$ cat src/hw/rtl/hsl2rgb_pkg.sv
// ----------------------------------------------------------------------------
// hsl2rgb_pkg: shared constants and types of the HSL to RGB converter
// Default input precision, channel width and the hue sextant codes.
// ----------------------------------------------------------------------------
package hsl2rgb_pkg;

  // Default bits of hue, saturation and lightness
  localparam int unsigned IN_BITS_DEF = 16;

  // Bits of one output color channel
  localparam int unsigned CH_BITS = 8;

  // Hue sextant: which sixth of the color wheel a hue falls in
  typedef enum logic [2:0] {
    SEXT_RED_YEL = 3'd0,
    SEXT_YEL_GRN = 3'd1,
    SEXT_GRN_CYN = 3'd2,
    SEXT_CYN_BLU = 3'd3,
    SEXT_BLU_MAG = 3'd4,
    SEXT_MAG_RED = 3'd5
  } sextant_e;

endpackage

$ cat src/hw/rtl/hsl2rgb_if.sv
// ----------------------------------------------------------------------------
// hsl2rgb_if: request channels of the HSL to RGB converter
// Valid/ready channels for HSL pixels in and 8-bit RGB pixels out.
// ----------------------------------------------------------------------------
interface hsl2rgb_hsl_if #(
  parameter int unsigned Bits = hsl2rgb_pkg::IN_BITS_DEF
);
  logic            valid;
  logic            ready;
  logic [Bits-1:0] hue;
  logic [Bits-1:0] saturation;
  logic [Bits-1:0] lightness;

  modport source (output valid, output hue, output saturation, output lightness,
                  input ready);
  modport sink   (input valid, input hue, input saturation, input lightness,
                  output ready);
endinterface

interface hsl2rgb_rgb_if;
  logic                             valid;
  logic                             ready;
  logic [hsl2rgb_pkg::CH_BITS-1:0] red;
  logic [hsl2rgb_pkg::CH_BITS-1:0] green;
  logic [hsl2rgb_pkg::CH_BITS-1:0] blue;

  modport source (output valid, output red, output green, output blue, input ready);
  modport sink   (input valid, input red, input green, input blue, output ready);
endinterface

$ cat src/hw/rtl/hsl2rgb_chroma.sv
// ----------------------------------------------------------------------------
// hsl2rgb_chroma: chroma top, bottom and span of one pixel
// Three stages: products, chroma top v, then bottom m and span v - m.
// All values are exact integers in units of 1/F^2, F = 2^IN_BITS - 1.
// ----------------------------------------------------------------------------
module hsl2rgb_chroma #(
  parameter int unsigned IN_BITS = hsl2rgb_pkg::IN_BITS_DEF
) (
  input  logic                    clk_i,
  input  logic                    rst_ni,
  input  logic                    adv_i,
  input  logic                    valid_i,
  input  logic [IN_BITS-1:0]      hue_i,
  input  logic [IN_BITS-1:0]      saturation_i,
  input  logic [IN_BITS-1:0]      lightness_i,
  output logic                    valid_o,
  output logic [2*IN_BITS-1:0]    top_o,
  output logic [2*IN_BITS-1:0]    bottom_o,
  output logic [2*IN_BITS-1:0]    span_o,
  output hsl2rgb_pkg::sextant_e   sext_o,
  output logic [IN_BITS-1:0]      fract_o
);

  localparam int unsigned W2 = 2 * IN_BITS;

  // Stage 1 signals
  logic                  s1_valid_q;
  logic [W2-1:0]         ls_d, ls_q;
  logic [W2-1:0]         lf_d, lf_q;
  logic [W2-1:0]         sf_d, sf_q;
  logic                  half_d, half_q;
  logic [IN_BITS+2:0]    hue6;
  hsl2rgb_pkg::sextant_e sext1_d, sext1_q;
  logic [IN_BITS-1:0]    fract1_q;

  // Stage 2 signals
  logic                  s2_valid_q;
  logic [W2:0]           top_sum;
  logic [W2-1:0]         top_d, top_q;
  logic [W2-1:0]         lf2_q;
  hsl2rgb_pkg::sextant_e sext2_q;
  logic [IN_BITS-1:0]    fract2_q;

  // Stage 3 signals
  logic                  s3_valid_q;
  logic [W2:0]           bottom_sum;
  logic [W2-1:0]         half_span;
  logic [W2-1:0]         bottom_d, bottom_q;
  logic [W2-1:0]         span_d, span_q;
  logic [W2-1:0]         top3_q;
  hsl2rgb_pkg::sextant_e sext3_q;
  logic [IN_BITS-1:0]    fract3_q;

  // Form L*S, L*F and S*F (times F as shift and subtract), split hue by six
  always_comb begin
    ls_d    = W2'(lightness_i) * W2'(saturation_i);
    lf_d    = {lightness_i, {IN_BITS{1'b0}}} - {{IN_BITS{1'b0}}, lightness_i};
    sf_d    = {saturation_i, {IN_BITS{1'b0}}} - {{IN_BITS{1'b0}}, saturation_i};
    half_d  = ~lightness_i[IN_BITS-1];
    hue6    = {1'b0, hue_i, 2'b00} + {2'b00, hue_i, 1'b0};
    sext1_d = hsl2rgb_pkg::sextant_e'(hue6[IN_BITS+2:IN_BITS]);
  end

  always_ff @(posedge clk_i or negedge rst_ni) begin
    if (!rst_ni) begin
      s1_valid_q <= 1'b0;
    end else if (adv_i) begin
      s1_valid_q <= valid_i;
    end
  end

  always_ff @(posedge clk_i) begin
    if (adv_i) begin
      ls_q     <= ls_d;
      lf_q     <= lf_d;
      sf_q     <= sf_d;
      half_q   <= half_d;
      sext1_q  <= sext1_d;
      fract1_q <= hue6[IN_BITS-1:0];
    end
  end

  // Chroma top: L*(F+S) up to one half lightness, else L*F + S*F - L*S
  always_comb begin
    if (half_q) begin
      top_sum = {1'b0, lf_q} + {1'b0, ls_q};
    end else begin
      top_sum = {1'b0, lf_q} + {1'b0, sf_q} - {1'b0, ls_q};
    end
    top_d = top_sum[W2-1:0];
  end

  always_ff @(posedge clk_i or negedge rst_ni) begin
    if (!rst_ni) begin
      s2_valid_q <= 1'b0;
    end else if (adv_i) begin
      s2_valid_q <= s1_valid_q;
    end
  end

  always_ff @(posedge clk_i) begin
    if (adv_i) begin
      top_q    <= top_d;
      lf2_q    <= lf_q;
      sext2_q  <= sext1_q;
      fract2_q <= fract1_q;
    end
  end

  // Bottom m = 2*L*F - v and span v - m = 2*(v - L*F); v never falls below L*F
  always_comb begin
    bottom_sum = {lf2_q, 1'b0} - {1'b0, top_q};
    bottom_d   = bottom_sum[W2-1:0];
    half_span  = top_q - lf2_q;
    span_d     = {half_span[W2-2:0], 1'b0};
  end

  always_ff @(posedge clk_i or negedge rst_ni) begin
    if (!rst_ni) begin
      s3_valid_q <= 1'b0;
    end else if (adv_i) begin
      s3_valid_q <= s2_valid_q;
    end
  end

  always_ff @(posedge clk_i) begin
    if (adv_i) begin
      bottom_q <= bottom_d;
      span_q   <= span_d;
      top3_q   <= top_q;
      sext3_q  <= sext2_q;
      fract3_q <= fract2_q;
    end
  end

  assign valid_o  = s3_valid_q;
  assign top_o    = top3_q;
  assign bottom_o = bottom_q;
  assign span_o   = span_q;
  assign sext_o   = sext3_q;
  assign fract_o  = fract3_q;

endmodule

$ cat src/hw/rtl/hsl2rgb_mix.sv
// ----------------------------------------------------------------------------
// hsl2rgb_mix: rising and falling mids and sextant selection
// Three stages: split span product, offset sum, mids and channel select.
// ----------------------------------------------------------------------------
module hsl2rgb_mix #(
  parameter int unsigned IN_BITS = hsl2rgb_pkg::IN_BITS_DEF
) (
  input  logic                  clk_i,
  input  logic                  rst_ni,
  input  logic                  adv_i,
  input  logic                  valid_i,
  input  logic [2*IN_BITS-1:0]  top_i,
  input  logic [2*IN_BITS-1:0]  bottom_i,
  input  logic [2*IN_BITS-1:0]  span_i,
  input  hsl2rgb_pkg::sextant_e sext_i,
  input  logic [IN_BITS-1:0]    fract_i,
  output logic                  valid_o,
  output logic [2*IN_BITS-1:0]  chan_o [3]
);

  localparam int unsigned W2 = 2 * IN_BITS;

  // Stage 4 signals
  logic                  s4_valid_q;
  logic [W2-1:0]         prod_hi_d, prod_hi_q;
  logic [W2-1:0]         prod_lo_d, prod_lo_q;
  logic [W2-1:0]         top4_q, bottom4_q;
  hsl2rgb_pkg::sextant_e sext4_q;

  // Stage 5 signals
  logic                  s5_valid_q;
  logic [W2-1:0]         offset_d, offset_q;
  logic [W2-1:0]         top5_q, bottom5_q;
  hsl2rgb_pkg::sextant_e sext5_q;

  // Stage 6 signals
  logic                  s6_valid_q;
  logic [W2-1:0]         rise, fall;
  logic [W2-1:0]         chan_d [3];
  logic [W2-1:0]         chan_q [3];

  // Split span into halves so each product stays IN_BITS by IN_BITS
  always_comb begin
    prod_hi_d = W2'(span_i[W2-1:IN_BITS]) * W2'(fract_i);
    prod_lo_d = W2'(span_i[IN_BITS-1:0]) * W2'(fract_i);
  end

  always_ff @(posedge clk_i or negedge rst_ni) begin
    if (!rst_ni) begin
      s4_valid_q <= 1'b0;
    end else if (adv_i) begin
      s4_valid_q <= valid_i;
    end
  end

  always_ff @(posedge clk_i) begin
    if (adv_i) begin
      prod_hi_q <= prod_hi_d;
      prod_lo_q <= prod_lo_d;
      top4_q    <= top_i;
      bottom4_q <= bottom_i;
      sext4_q   <= sext_i;
    end
  end

  // Offset = floor(span * fract / 2^IN_BITS); the high half product is exact
  assign offset_d = prod_hi_q + W2'(prod_lo_q[W2-1:IN_BITS]);

  always_ff @(posedge clk_i or negedge rst_ni) begin
    if (!rst_ni) begin
      s5_valid_q <= 1'b0;
    end else if (adv_i) begin
      s5_valid_q <= s4_valid_q;
    end
  end

  always_ff @(posedge clk_i) begin
    if (adv_i) begin
      offset_q  <= offset_d;
      top5_q    <= top4_q;
      bottom5_q <= bottom4_q;
      sext5_q   <= sext4_q;
    end
  end

  // Form mids and route top, bottom and mids to channels by sextant.
  // Zero lightness gives zero top and bottom, so every channel is black.
  always_comb begin
    rise = bottom5_q + offset_q;
    fall = top5_q - offset_q;
    case (sext5_q)
      hsl2rgb_pkg::SEXT_RED_YEL: begin
        chan_d[0] = top5_q;    chan_d[1] = rise;      chan_d[2] = bottom5_q;
      end
      hsl2rgb_pkg::SEXT_YEL_GRN: begin
        chan_d[0] = fall;      chan_d[1] = top5_q;    chan_d[2] = bottom5_q;
      end
      hsl2rgb_pkg::SEXT_GRN_CYN: begin
        chan_d[0] = bottom5_q; chan_d[1] = top5_q;    chan_d[2] = rise;
      end
      hsl2rgb_pkg::SEXT_CYN_BLU: begin
        chan_d[0] = bottom5_q; chan_d[1] = fall;      chan_d[2] = top5_q;
      end
      hsl2rgb_pkg::SEXT_BLU_MAG: begin
        chan_d[0] = rise;      chan_d[1] = bottom5_q; chan_d[2] = top5_q;
      end
      default: begin
        chan_d[0] = top5_q;    chan_d[1] = bottom5_q; chan_d[2] = fall;
      end
    endcase
  end

  always_ff @(posedge clk_i or negedge rst_ni) begin
    if (!rst_ni) begin
      s6_valid_q <= 1'b0;
    end else if (adv_i) begin
      s6_valid_q <= s5_valid_q;
    end
  end

  always_ff @(posedge clk_i) begin
    if (adv_i) begin
      for (int c = 0; c < 3; c++) begin
        chan_q[c] <= chan_d[c];
      end
    end
  end

  assign valid_o = s6_valid_q;
  assign chan_o  = chan_q;

endmodule

$ cat src/hw/rtl/hsl2rgb_scale.sv
// ----------------------------------------------------------------------------
// hsl2rgb_scale: channel to byte scaler
// Computes floor(c * 255 / F^2) for three lanes in four stages: scale by 255,
// estimate the quotient with a reciprocal of F^2, form the remainder, then
// raise the estimate by one where the remainder still holds a full F^2.
// ----------------------------------------------------------------------------
module hsl2rgb_scale #(
  parameter int unsigned IN_BITS = hsl2rgb_pkg::IN_BITS_DEF
) (
  input  logic                             clk_i,
  input  logic                             rst_ni,
  input  logic                             adv_i,
  input  logic                             valid_i,
  input  logic [2*IN_BITS-1:0]             chan_i [3],
  output logic                             valid_o,
  output logic [hsl2rgb_pkg::CH_BITS-1:0]  byte_o [3]
);

  localparam int unsigned CB    = hsl2rgb_pkg::CH_BITS;
  localparam int unsigned W2    = 2 * IN_BITS;
  localparam int unsigned RW    = W2 + CB;
  localparam logic [RW-1:0] FullScale = RW'({IN_BITS{1'b1}});
  localparam logic [RW-1:0] Divisor   = FullScale * FullScale;

  // Stage 7 signals
  logic          s7_valid_q;
  logic [RW-1:0] scaled_q [3];

  // Stage 8 signals
  logic          s8_valid_q;
  logic [RW-1:0] est_sum [3];
  logic [RW-1:0] scaled8_q [3];
  logic [CB-1:0] est_q [3];

  // Stage 9 signals
  logic          s9_valid_q;
  logic [RW-1:0] rem_d [3];
  logic [RW-1:0] rem_q [3];
  logic [CB-1:0] est9_q [3];

  // Stage 10 signals
  logic          s10_valid_q;
  logic [CB-1:0] byte_d [3];
  logic [CB-1:0] byte_q [3];

  // Load 255*c as (c << 8) - c
  always_ff @(posedge clk_i or negedge rst_ni) begin
    if (!rst_ni) begin
      s7_valid_q <= 1'b0;
    end else if (adv_i) begin
      s7_valid_q <= valid_i;
    end
  end

  always_ff @(posedge clk_i) begin
    if (adv_i) begin
      for (int c = 0; c < 3; c++) begin
        scaled_q[c] <= {chan_i[c], {CB{1'b0}}} - {{CB{1'b0}}, chan_i[c]};
      end
    end
  end

  // Estimate x / F^2 as (x + x * 2^-(IN_BITS-1)) / 2^(2*IN_BITS); never above
  // the true quotient and at most one below it
  always_comb begin
    for (int c = 0; c < 3; c++) begin
      est_sum[c] = scaled_q[c] + (scaled_q[c] >> (IN_BITS - 1));
    end
  end

  always_ff @(posedge clk_i or negedge rst_ni) begin
    if (!rst_ni) begin
      s8_valid_q <= 1'b0;
    end else if (adv_i) begin
      s8_valid_q <= s7_valid_q;
    end
  end

  always_ff @(posedge clk_i) begin
    if (adv_i) begin
      for (int c = 0; c < 3; c++) begin
        est_q[c]     <= est_sum[c][RW-1:W2];
        scaled8_q[c] <= scaled_q[c];
      end
    end
  end

  // Remainder left after the estimate, below two times F^2
  always_comb begin
    for (int c = 0; c < 3; c++) begin
      rem_d[c] = scaled8_q[c] - RW'(est_q[c]) * Divisor;
    end
  end

  always_ff @(posedge clk_i or negedge rst_ni) begin
    if (!rst_ni) begin
      s9_valid_q <= 1'b0;
    end else if (adv_i) begin
      s9_valid_q <= s8_valid_q;
    end
  end

  always_ff @(posedge clk_i) begin
    if (adv_i) begin
      for (int c = 0; c < 3; c++) begin
        rem_q[c]  <= rem_d[c];
        est9_q[c] <= est_q[c];
      end
    end
  end

  // Bump the estimate where one more F^2 fits in the remainder
  always_comb begin
    for (int c = 0; c < 3; c++) begin
      byte_d[c] = est9_q[c] + CB'(rem_q[c] >= Divisor);
    end
  end

  always_ff @(posedge clk_i or negedge rst_ni) begin
    if (!rst_ni) begin
      s10_valid_q <= 1'b0;
    end else if (adv_i) begin
      s10_valid_q <= s9_valid_q;
    end
  end

  always_ff @(posedge clk_i) begin
    if (adv_i) begin
      for (int c = 0; c < 3; c++) begin
        byte_q[c] <= byte_d[c];
      end
    end
  end

  assign valid_o = s10_valid_q;
  assign byte_o  = byte_q;

endmodule

$ cat src/hw/rtl/hsl_to_rgb_converter.sv
// ----------------------------------------------------------------------------
// hsl_to_rgb_converter: HSL pixel to 8-bit RGB pixel
// Stateless color conversion in exact fixed point over a 10-stage pipeline.
//
//   channel | dir | fields                        | format
//   --------+-----+-------------------------------+-------------------------
//   hsl_i   | in  | hue, saturation, lightness    | IN_BITS each, unsigned
//   rgb_o   | out | red, green, blue              | 8 bits each, unsigned
//
// One pixel enters per clock unless a held result stalls; the pipeline has
// three chroma stages, three mix stages and four scaler stages (scale by
// 255, reciprocal estimate of the divide by F^2, remainder, correction).
// Reset clears only the stage valid bits. A held rgb_o result freezes every
// stage at once, bubbles included, and drops hsl_i.ready until it is taken.
// ----------------------------------------------------------------------------
module hsl_to_rgb_converter #(
  parameter int unsigned IN_BITS = hsl2rgb_pkg::IN_BITS_DEF
) (
  input  logic          clk_i,
  input  logic          rst_ni,
  hsl2rgb_hsl_if.sink   hsl_i,
  hsl2rgb_rgb_if.source rgb_o
);

  localparam int unsigned W2 = 2 * IN_BITS;

  logic                                   adv;
  logic                                   chroma_valid;
  logic [W2-1:0]                          top, bottom, span;
  hsl2rgb_pkg::sextant_e                  sext;
  logic [IN_BITS-1:0]                     fract;
  logic                                   mix_valid;
  logic [W2-1:0]                          chan [3];
  logic                                   out_valid;
  logic [hsl2rgb_pkg::CH_BITS-1:0]        out_byte [3];

  // Advance the whole pipeline unless a finished result is held
  assign adv         = ~out_valid | rgb_o.ready;
  assign hsl_i.ready = adv;

  hsl2rgb_chroma #(
    .IN_BITS (IN_BITS)
  ) u_chroma (
    .clk_i        (clk_i),
    .rst_ni       (rst_ni),
    .adv_i        (adv),
    .valid_i      (hsl_i.valid),
    .hue_i        (hsl_i.hue),
    .saturation_i (hsl_i.saturation),
    .lightness_i  (hsl_i.lightness),
    .valid_o      (chroma_valid),
    .top_o        (top),
    .bottom_o     (bottom),
    .span_o       (span),
    .sext_o       (sext),
    .fract_o      (fract)
  );

  hsl2rgb_mix #(
    .IN_BITS (IN_BITS)
  ) u_mix (
    .clk_i    (clk_i),
    .rst_ni   (rst_ni),
    .adv_i    (adv),
    .valid_i  (chroma_valid),
    .top_i    (top),
    .bottom_i (bottom),
    .span_i   (span),
    .sext_i   (sext),
    .fract_i  (fract),
    .valid_o  (mix_valid),
    .chan_o   (chan)
  );

  hsl2rgb_scale #(
    .IN_BITS (IN_BITS)
  ) u_scale (
    .clk_i   (clk_i),
    .rst_ni  (rst_ni),
    .adv_i   (adv),
    .valid_i (mix_valid),
    .chan_i  (chan),
    .valid_o (out_valid),
    .byte_o  (out_byte)
  );

  // Drive the result request from the last scaler stage
  assign rgb_o.valid = out_valid;
  assign rgb_o.red   = out_byte[0];
  assign rgb_o.green = out_byte[1];
  assign rgb_o.blue  = out_byte[2];

endmodule

$ cat src/flat_wrapper.sv
// flat-port wrapper written by rule: the top's interface ports become plain ports
module hsl_to_rgb_converter_flat import hsl2rgb_pkg::*;
#(
  parameter int unsigned IN_BITS = hsl2rgb_pkg::IN_BITS_DEF
)
  (clk_i, rst_ni, hsl_i_valid, hsl_i_hue, hsl_i_saturation, hsl_i_lightness, hsl_i_ready, rgb_o_valid, rgb_o_red, rgb_o_green, rgb_o_blue, rgb_o_ready);
  hsl2rgb_hsl_if #(.Bits((IN_BITS_DEF))) hsl_i_i ();
  hsl2rgb_rgb_if rgb_o_i ();
  input  logic clk_i;
  input  logic rst_ni;
  input wire logic [$bits(hsl_i_i.valid)-1:0] hsl_i_valid;
  input wire logic [$bits(hsl_i_i.hue)-1:0] hsl_i_hue;
  input wire logic [$bits(hsl_i_i.saturation)-1:0] hsl_i_saturation;
  input wire logic [$bits(hsl_i_i.lightness)-1:0] hsl_i_lightness;
  output wire logic [$bits(hsl_i_i.ready)-1:0] hsl_i_ready;
  output wire logic [$bits(rgb_o_i.valid)-1:0] rgb_o_valid;
  output wire logic [$bits(rgb_o_i.red)-1:0] rgb_o_red;
  output wire logic [$bits(rgb_o_i.green)-1:0] rgb_o_green;
  output wire logic [$bits(rgb_o_i.blue)-1:0] rgb_o_blue;
  input wire logic [$bits(rgb_o_i.ready)-1:0] rgb_o_ready;
  assign hsl_i_i.valid = hsl_i_valid;
  assign hsl_i_i.hue = hsl_i_hue;
  assign hsl_i_i.saturation = hsl_i_saturation;
  assign hsl_i_i.lightness = hsl_i_lightness;
  assign hsl_i_ready = hsl_i_i.ready;
  assign rgb_o_valid = rgb_o_i.valid;
  assign rgb_o_red = rgb_o_i.red;
  assign rgb_o_green = rgb_o_i.green;
  assign rgb_o_blue = rgb_o_i.blue;
  assign rgb_o_i.ready = rgb_o_ready;
  hsl_to_rgb_converter #(.IN_BITS(IN_BITS)) u_core (.clk_i(clk_i), .rst_ni(rst_ni), .hsl_i(hsl_i_i), .rgb_o(rgb_o_i));
endmodule
$ cat config.mk
export PLATFORM = sky130hd
export DESIGN_NAME = hsl_to_rgb_converter_flat
export DESIGN_NICKNAME = d
export VERILOG_FILES = /design/src/hw/rtl/hsl2rgb_pkg.sv /design/src/hw/rtl/hsl2rgb_if.sv /design/src/hw/rtl/hsl2rgb_chroma.sv /design/src/hw/rtl/hsl2rgb_mix.sv /design/src/hw/rtl/hsl2rgb_scale.sv /design/src/hw/rtl/hsl_to_rgb_converter.sv /design/src/flat_wrapper.sv
export SDC_FILE = /design/constraint.sdc
export NUM_CORES = 2
export LEC_CHECK = 0
export ABC_AREA = 1
export CAP_MARGIN = 30
export CORE_MARGIN = 3
export CORE_UTILIZATION = 30
export DETAILED_ROUTE_END_ITERATION = 10
export DONT_BUFFER_PORTS = 1
export PLACE_DENSITY_LB_ADDON = 0.08
export SLEW_MARGIN = 10
export SYNTH_ARGS = -nofsm -noshare
export SYNTH_HDL_FRONTEND = slang
export SYNTH_SLANG_ARGS = --single-unit
$ cat constraint.sdc
create_clock -name clk_i -period 48.8 [get_ports clk_i]
set_input_delay 4.88 -clock clk_i [delete_from_list [all_inputs] [get_ports clk_i]]
set_output_delay 4.88 -clock clk_i [all_outputs]
set_load 0.02 [all_outputs]
==> reports/summary.txt <==
CP Depth = 2
drt initial violations = 5801
Num Clock Sinks = 1057
Slew headroom = 0.282
Via-to-Cell Ratio = 4.79
Syn Nets = 14400
Clock Skew = 0.0390 ns
RR Startpoint = u_core.u_chroma.span_o[26]
clk root buf = clkbuf_16
final setup vio count = 0
row count = 214
1st-pass router iterations = 6
Clock Latency Late Sink = 0.85 ns
worst slew pin tran = 1.07 ns
global-route wire length before repair = 547000 microns
PortBufs = 0
Setup CP Type = primary input to output pin
Slew Viols, Final = 0
hpwl dp = 301000 microns
post-synthesis register bit count = 1057
Mapped Area = 103000 sq um
synthesized instance count = 12600
Post CTS Setup Buffer Count = 0
GRT overflow = 0
largest net degree at the start of global routing = 182
reg2reg path depth = 20
clk slew on worst S/H paths = 0.07 ns
Final nets = 14400
Synth async-reset ratio = 0.00946
status = finished, final reports clean
CP max stage delay = 0.52 ns
Worst Path Required = 43.92 ns
RSZ-0062 raised after global routing = no
Avg Inst Size Synth = 8.16 sq um
antenna violations before repair = 3
buffers and inverters on the worst path = 1
CTS tree = done
FF-to-FF End = u_core.u_mix.prod_hi_q[25]
# hold bufs at CTS = 0
layout cells sized above 1 = 0.0307
Hold Slack = 0.405 ns
Top FF cell, synth = edfxtp_1
Core Footprint = 341000 sq um
Area Growth Syn to Fin = 9.61%
Die X = 592 microns
setup TNS = 0 ns
PostCTS Resize Cnt = 0
number of flops mapped to enable cells by yosys = 1047
R2R setup slack = 42.56 ns
DRT Wirelength = 363000 microns
Hold Crit Class = flip-flop to flip-flop
CTS buffer count = 143
DRC = 0
Period Utilization, post-route = 0.212
Critical Path End = hsl_i_ready
worst-path cell chain = inv_1 -> nand2_4
FMAX = 96.8 MHz
warnings from Yosys = 0
CP Max Fanout = 43
DR WL/cell = 21.0 microns
slowest cell on the critical path = nand2_4
crit start category = primary input
Initial Util = 0.302
Yosys cell types = 69
crit end category = output pin
Die Span Y = 592 microns
max-cap viol count = 0
ANT nets after route = 0
Worst Setup SP = rgb_o_ready
global placement routability congestion = 0.925
critical path data arrival time = 5.45 ns
Via Count = 82800
I/O Pins = 78
Hold Vio Cnt, Final = 0
Die ar. = 351000 sq um
Clock Tree Buf Depth = 4
Tot GR Track Use = 0.205
family with the most delay on the worst path = simple AND/OR/NAND/NOR gates
min Tclk post-route = 10.33 ns
sequential-to-total area share from yosys stat = 0.308
number of global-route vias before repair = 85500
number of H-tree levels = 4
[per-layer routing]
metal | global-route usage | share of wire | vias to the layer above
met4 | 0.0610 | 0.032 | 0
li1 | - | - | 40100
met2 | 0.349 | 0.48 | 1917
met5 | 0 | 0 | -
met3 | 0.0193 | 0.038 | 409
met1 | 0.276 | 0.46 | 40300
[state kept, by name, summed over array words and instances (netlist names), 32 cells and up]
signal / flops
u_core.u_chroma.ls_q: 32
u_core.u_chroma.bottom_o: 32
u_core.u_scale.scaled8_q: 120
u_core.u_mix.top5_q: 32
u_core.u_scale.scaled_q: 120
u_core.u_mix.offset_q: 32
u_core.u_scale.rem_q: 120
u_core.u_chroma.lf_q: 32
u_core.u_chroma.sf_q: 32
u_core.u_mix.chan_o: 96
u_core.u_chroma.top_q: 32
u_core.u_mix.top4_q: 32
[synth_stat cells, types with 7 or more instances]
| cell | number | area (sq um) |
|---|---|---|
| nand2_1 | 2979 | 11200 |
| inv_1 | 2721 | 10200 |
| edfxtp_1 | 1047 | 31400 |
| nor2_1 | 981 | 3680 |
| ha_1 | 915 | 11400 |
| fa_1 | 783 | 15700 |
| a21oi_1 | 649 | 3250 |
| nand3_1 | 570 | 2850 |
| o21ai_0 | 414 | 2070 |
| xor2_1 | 339 | 2970 |
| nand4_1 | 180 | 1130 |
| clkbuf_1 | 133 | 499 |
| nor3_1 | 133 | 666 |
| xnor2_1 | 109 | 955 |
| o21bai_1 | 62 | 465 |
| a21o_1 | 55 | 413 |
| nor4_1 | 49 | 307 |
| a31oi_1 | 43 | 269 |
| a22oi_1 | 40 | 300 |
| o21a_1 | 39 | 293 |
| nand3b_1 | 38 | 285 |
| o21ai_1 | 30 | 150 |
| nor2_2 | 27 | 169 |
| buf_2 | 24 | 120 |
| o21ai_2 | 24 | 210 |
| inv_2 | 20 | 75.1 |
| a21boi_0 | 18 | 135 |
| buf_1 | 16 | 60.1 |
| o211ai_1 | 16 | 120 |
| o2111ai_1 | 15 | 131 |
| or2_2 | 13 | 81.3 |
| nor3_2 | 12 | 120 |
| nor2_4 | 11 | 124 |
| dfrtp_1 | 10 | 250 |
| and2_1 | 7 | 43.8 |
| and3_1 | 7 | 43.8 |
| buf_4 | 7 | 52.6 |
| nand2_2 | 7 | 43.8 |
| nand3_2 | 7 | 70.1 |
[per-stage QoR]
stage               std cells  instance area [sq um]  utilization  setup WS [ns]
floorplan               12600                 103000            -          10.40
global placement        17000                 108000        0.318          38.41
detailed placement      17000                 108000        0.318          38.42
CTS                     17300                 113000        0.331          38.42
global route            17300                 113000        0.331          38.36
finish                  17300                 113000        0.331          38.47
[kinds of logic (layout without fill, tap and decap cells)]
kind of cell / after synthesis / in the layout / share of synthesized area
other: 0 / 2 / 0
xor gates and xnor gates: 448 / 448 / 0.0381
AOI/OAI and AO/OA: 1440 / 1440 / 0.0787
and+or+nand+nor: 5049 / 5049 / 0.205
DFF: 1057 / 1057 / 0.308
adders and majority gates: 1698 / 1698 / 0.263
muxes: 5 / 5 / 0.000534
buffers and inverters: 2925 / 3038 / 0.107
[cell type report]
class                   instances  area (sq um)
inverters                    2741         10300
clock inverters                87           906
diodes                          2          5.00
clock buffers                 164          3660
repair buffers                 46           420
well taps                    4536          5680
multi-input cells            8640         60300
flip-flops and latches       1057         31700
fillers                     35900        228000
[cells in the final DEF, fill, tap and decap left out, types with 24 or more instances in the layout]
cell       instances
nand2_1         2978
inv_1           2721
edfxtp_1        1047
nor2_1           981
ha_1             915
fa_1             783
a21oi_1          649
nand3_1          570
o21ai_0          414
xor2_1           339
nand4_1          180
clkbuf_16        143
nor3_1           133
xnor2_1          109
o21bai_1          62
a21o_1            55
nor4_1            49
a31oi_1           43
a22oi_1           40
o21a_1            39
buf_4             39
nand3b_1          38
o21ai_1           30
clkinv_1          30
nor2_2            26
o21ai_2           24
[how the worst min path moves through the flow]
stage / from / endpoint / slack, ns / cells after the start
detailed placement: u_core.u_chroma.fract1_q[3] / u_core.u_chroma.fract2_q[3] / 0.40 / 0
global placement: u_core.u_chroma.bottom_o[21] / u_core.u_mix.bottom4_q[21] / 0.40 / 0
global route: u_core.u_mix.bottom4_q[17] / u_core.u_mix.bottom5_q[17] / 0.41 / 0
floorplan: u_core.u_chroma.fract1_q[10] / u_core.u_chroma.fract2_q[10] / 0.40 / 0
finish: u_core.u_mix.bottom4_q[12] / u_core.u_mix.bottom5_q[12] / 0.41 / 0
CTS: u_core.u_mix.bottom4_q[12] / u_core.u_mix.bottom5_q[12] / 0.40 / 0
Power is not shown: default switching activity piles up to over one toggle a cycle in this logic, so the estimate is an artifact.
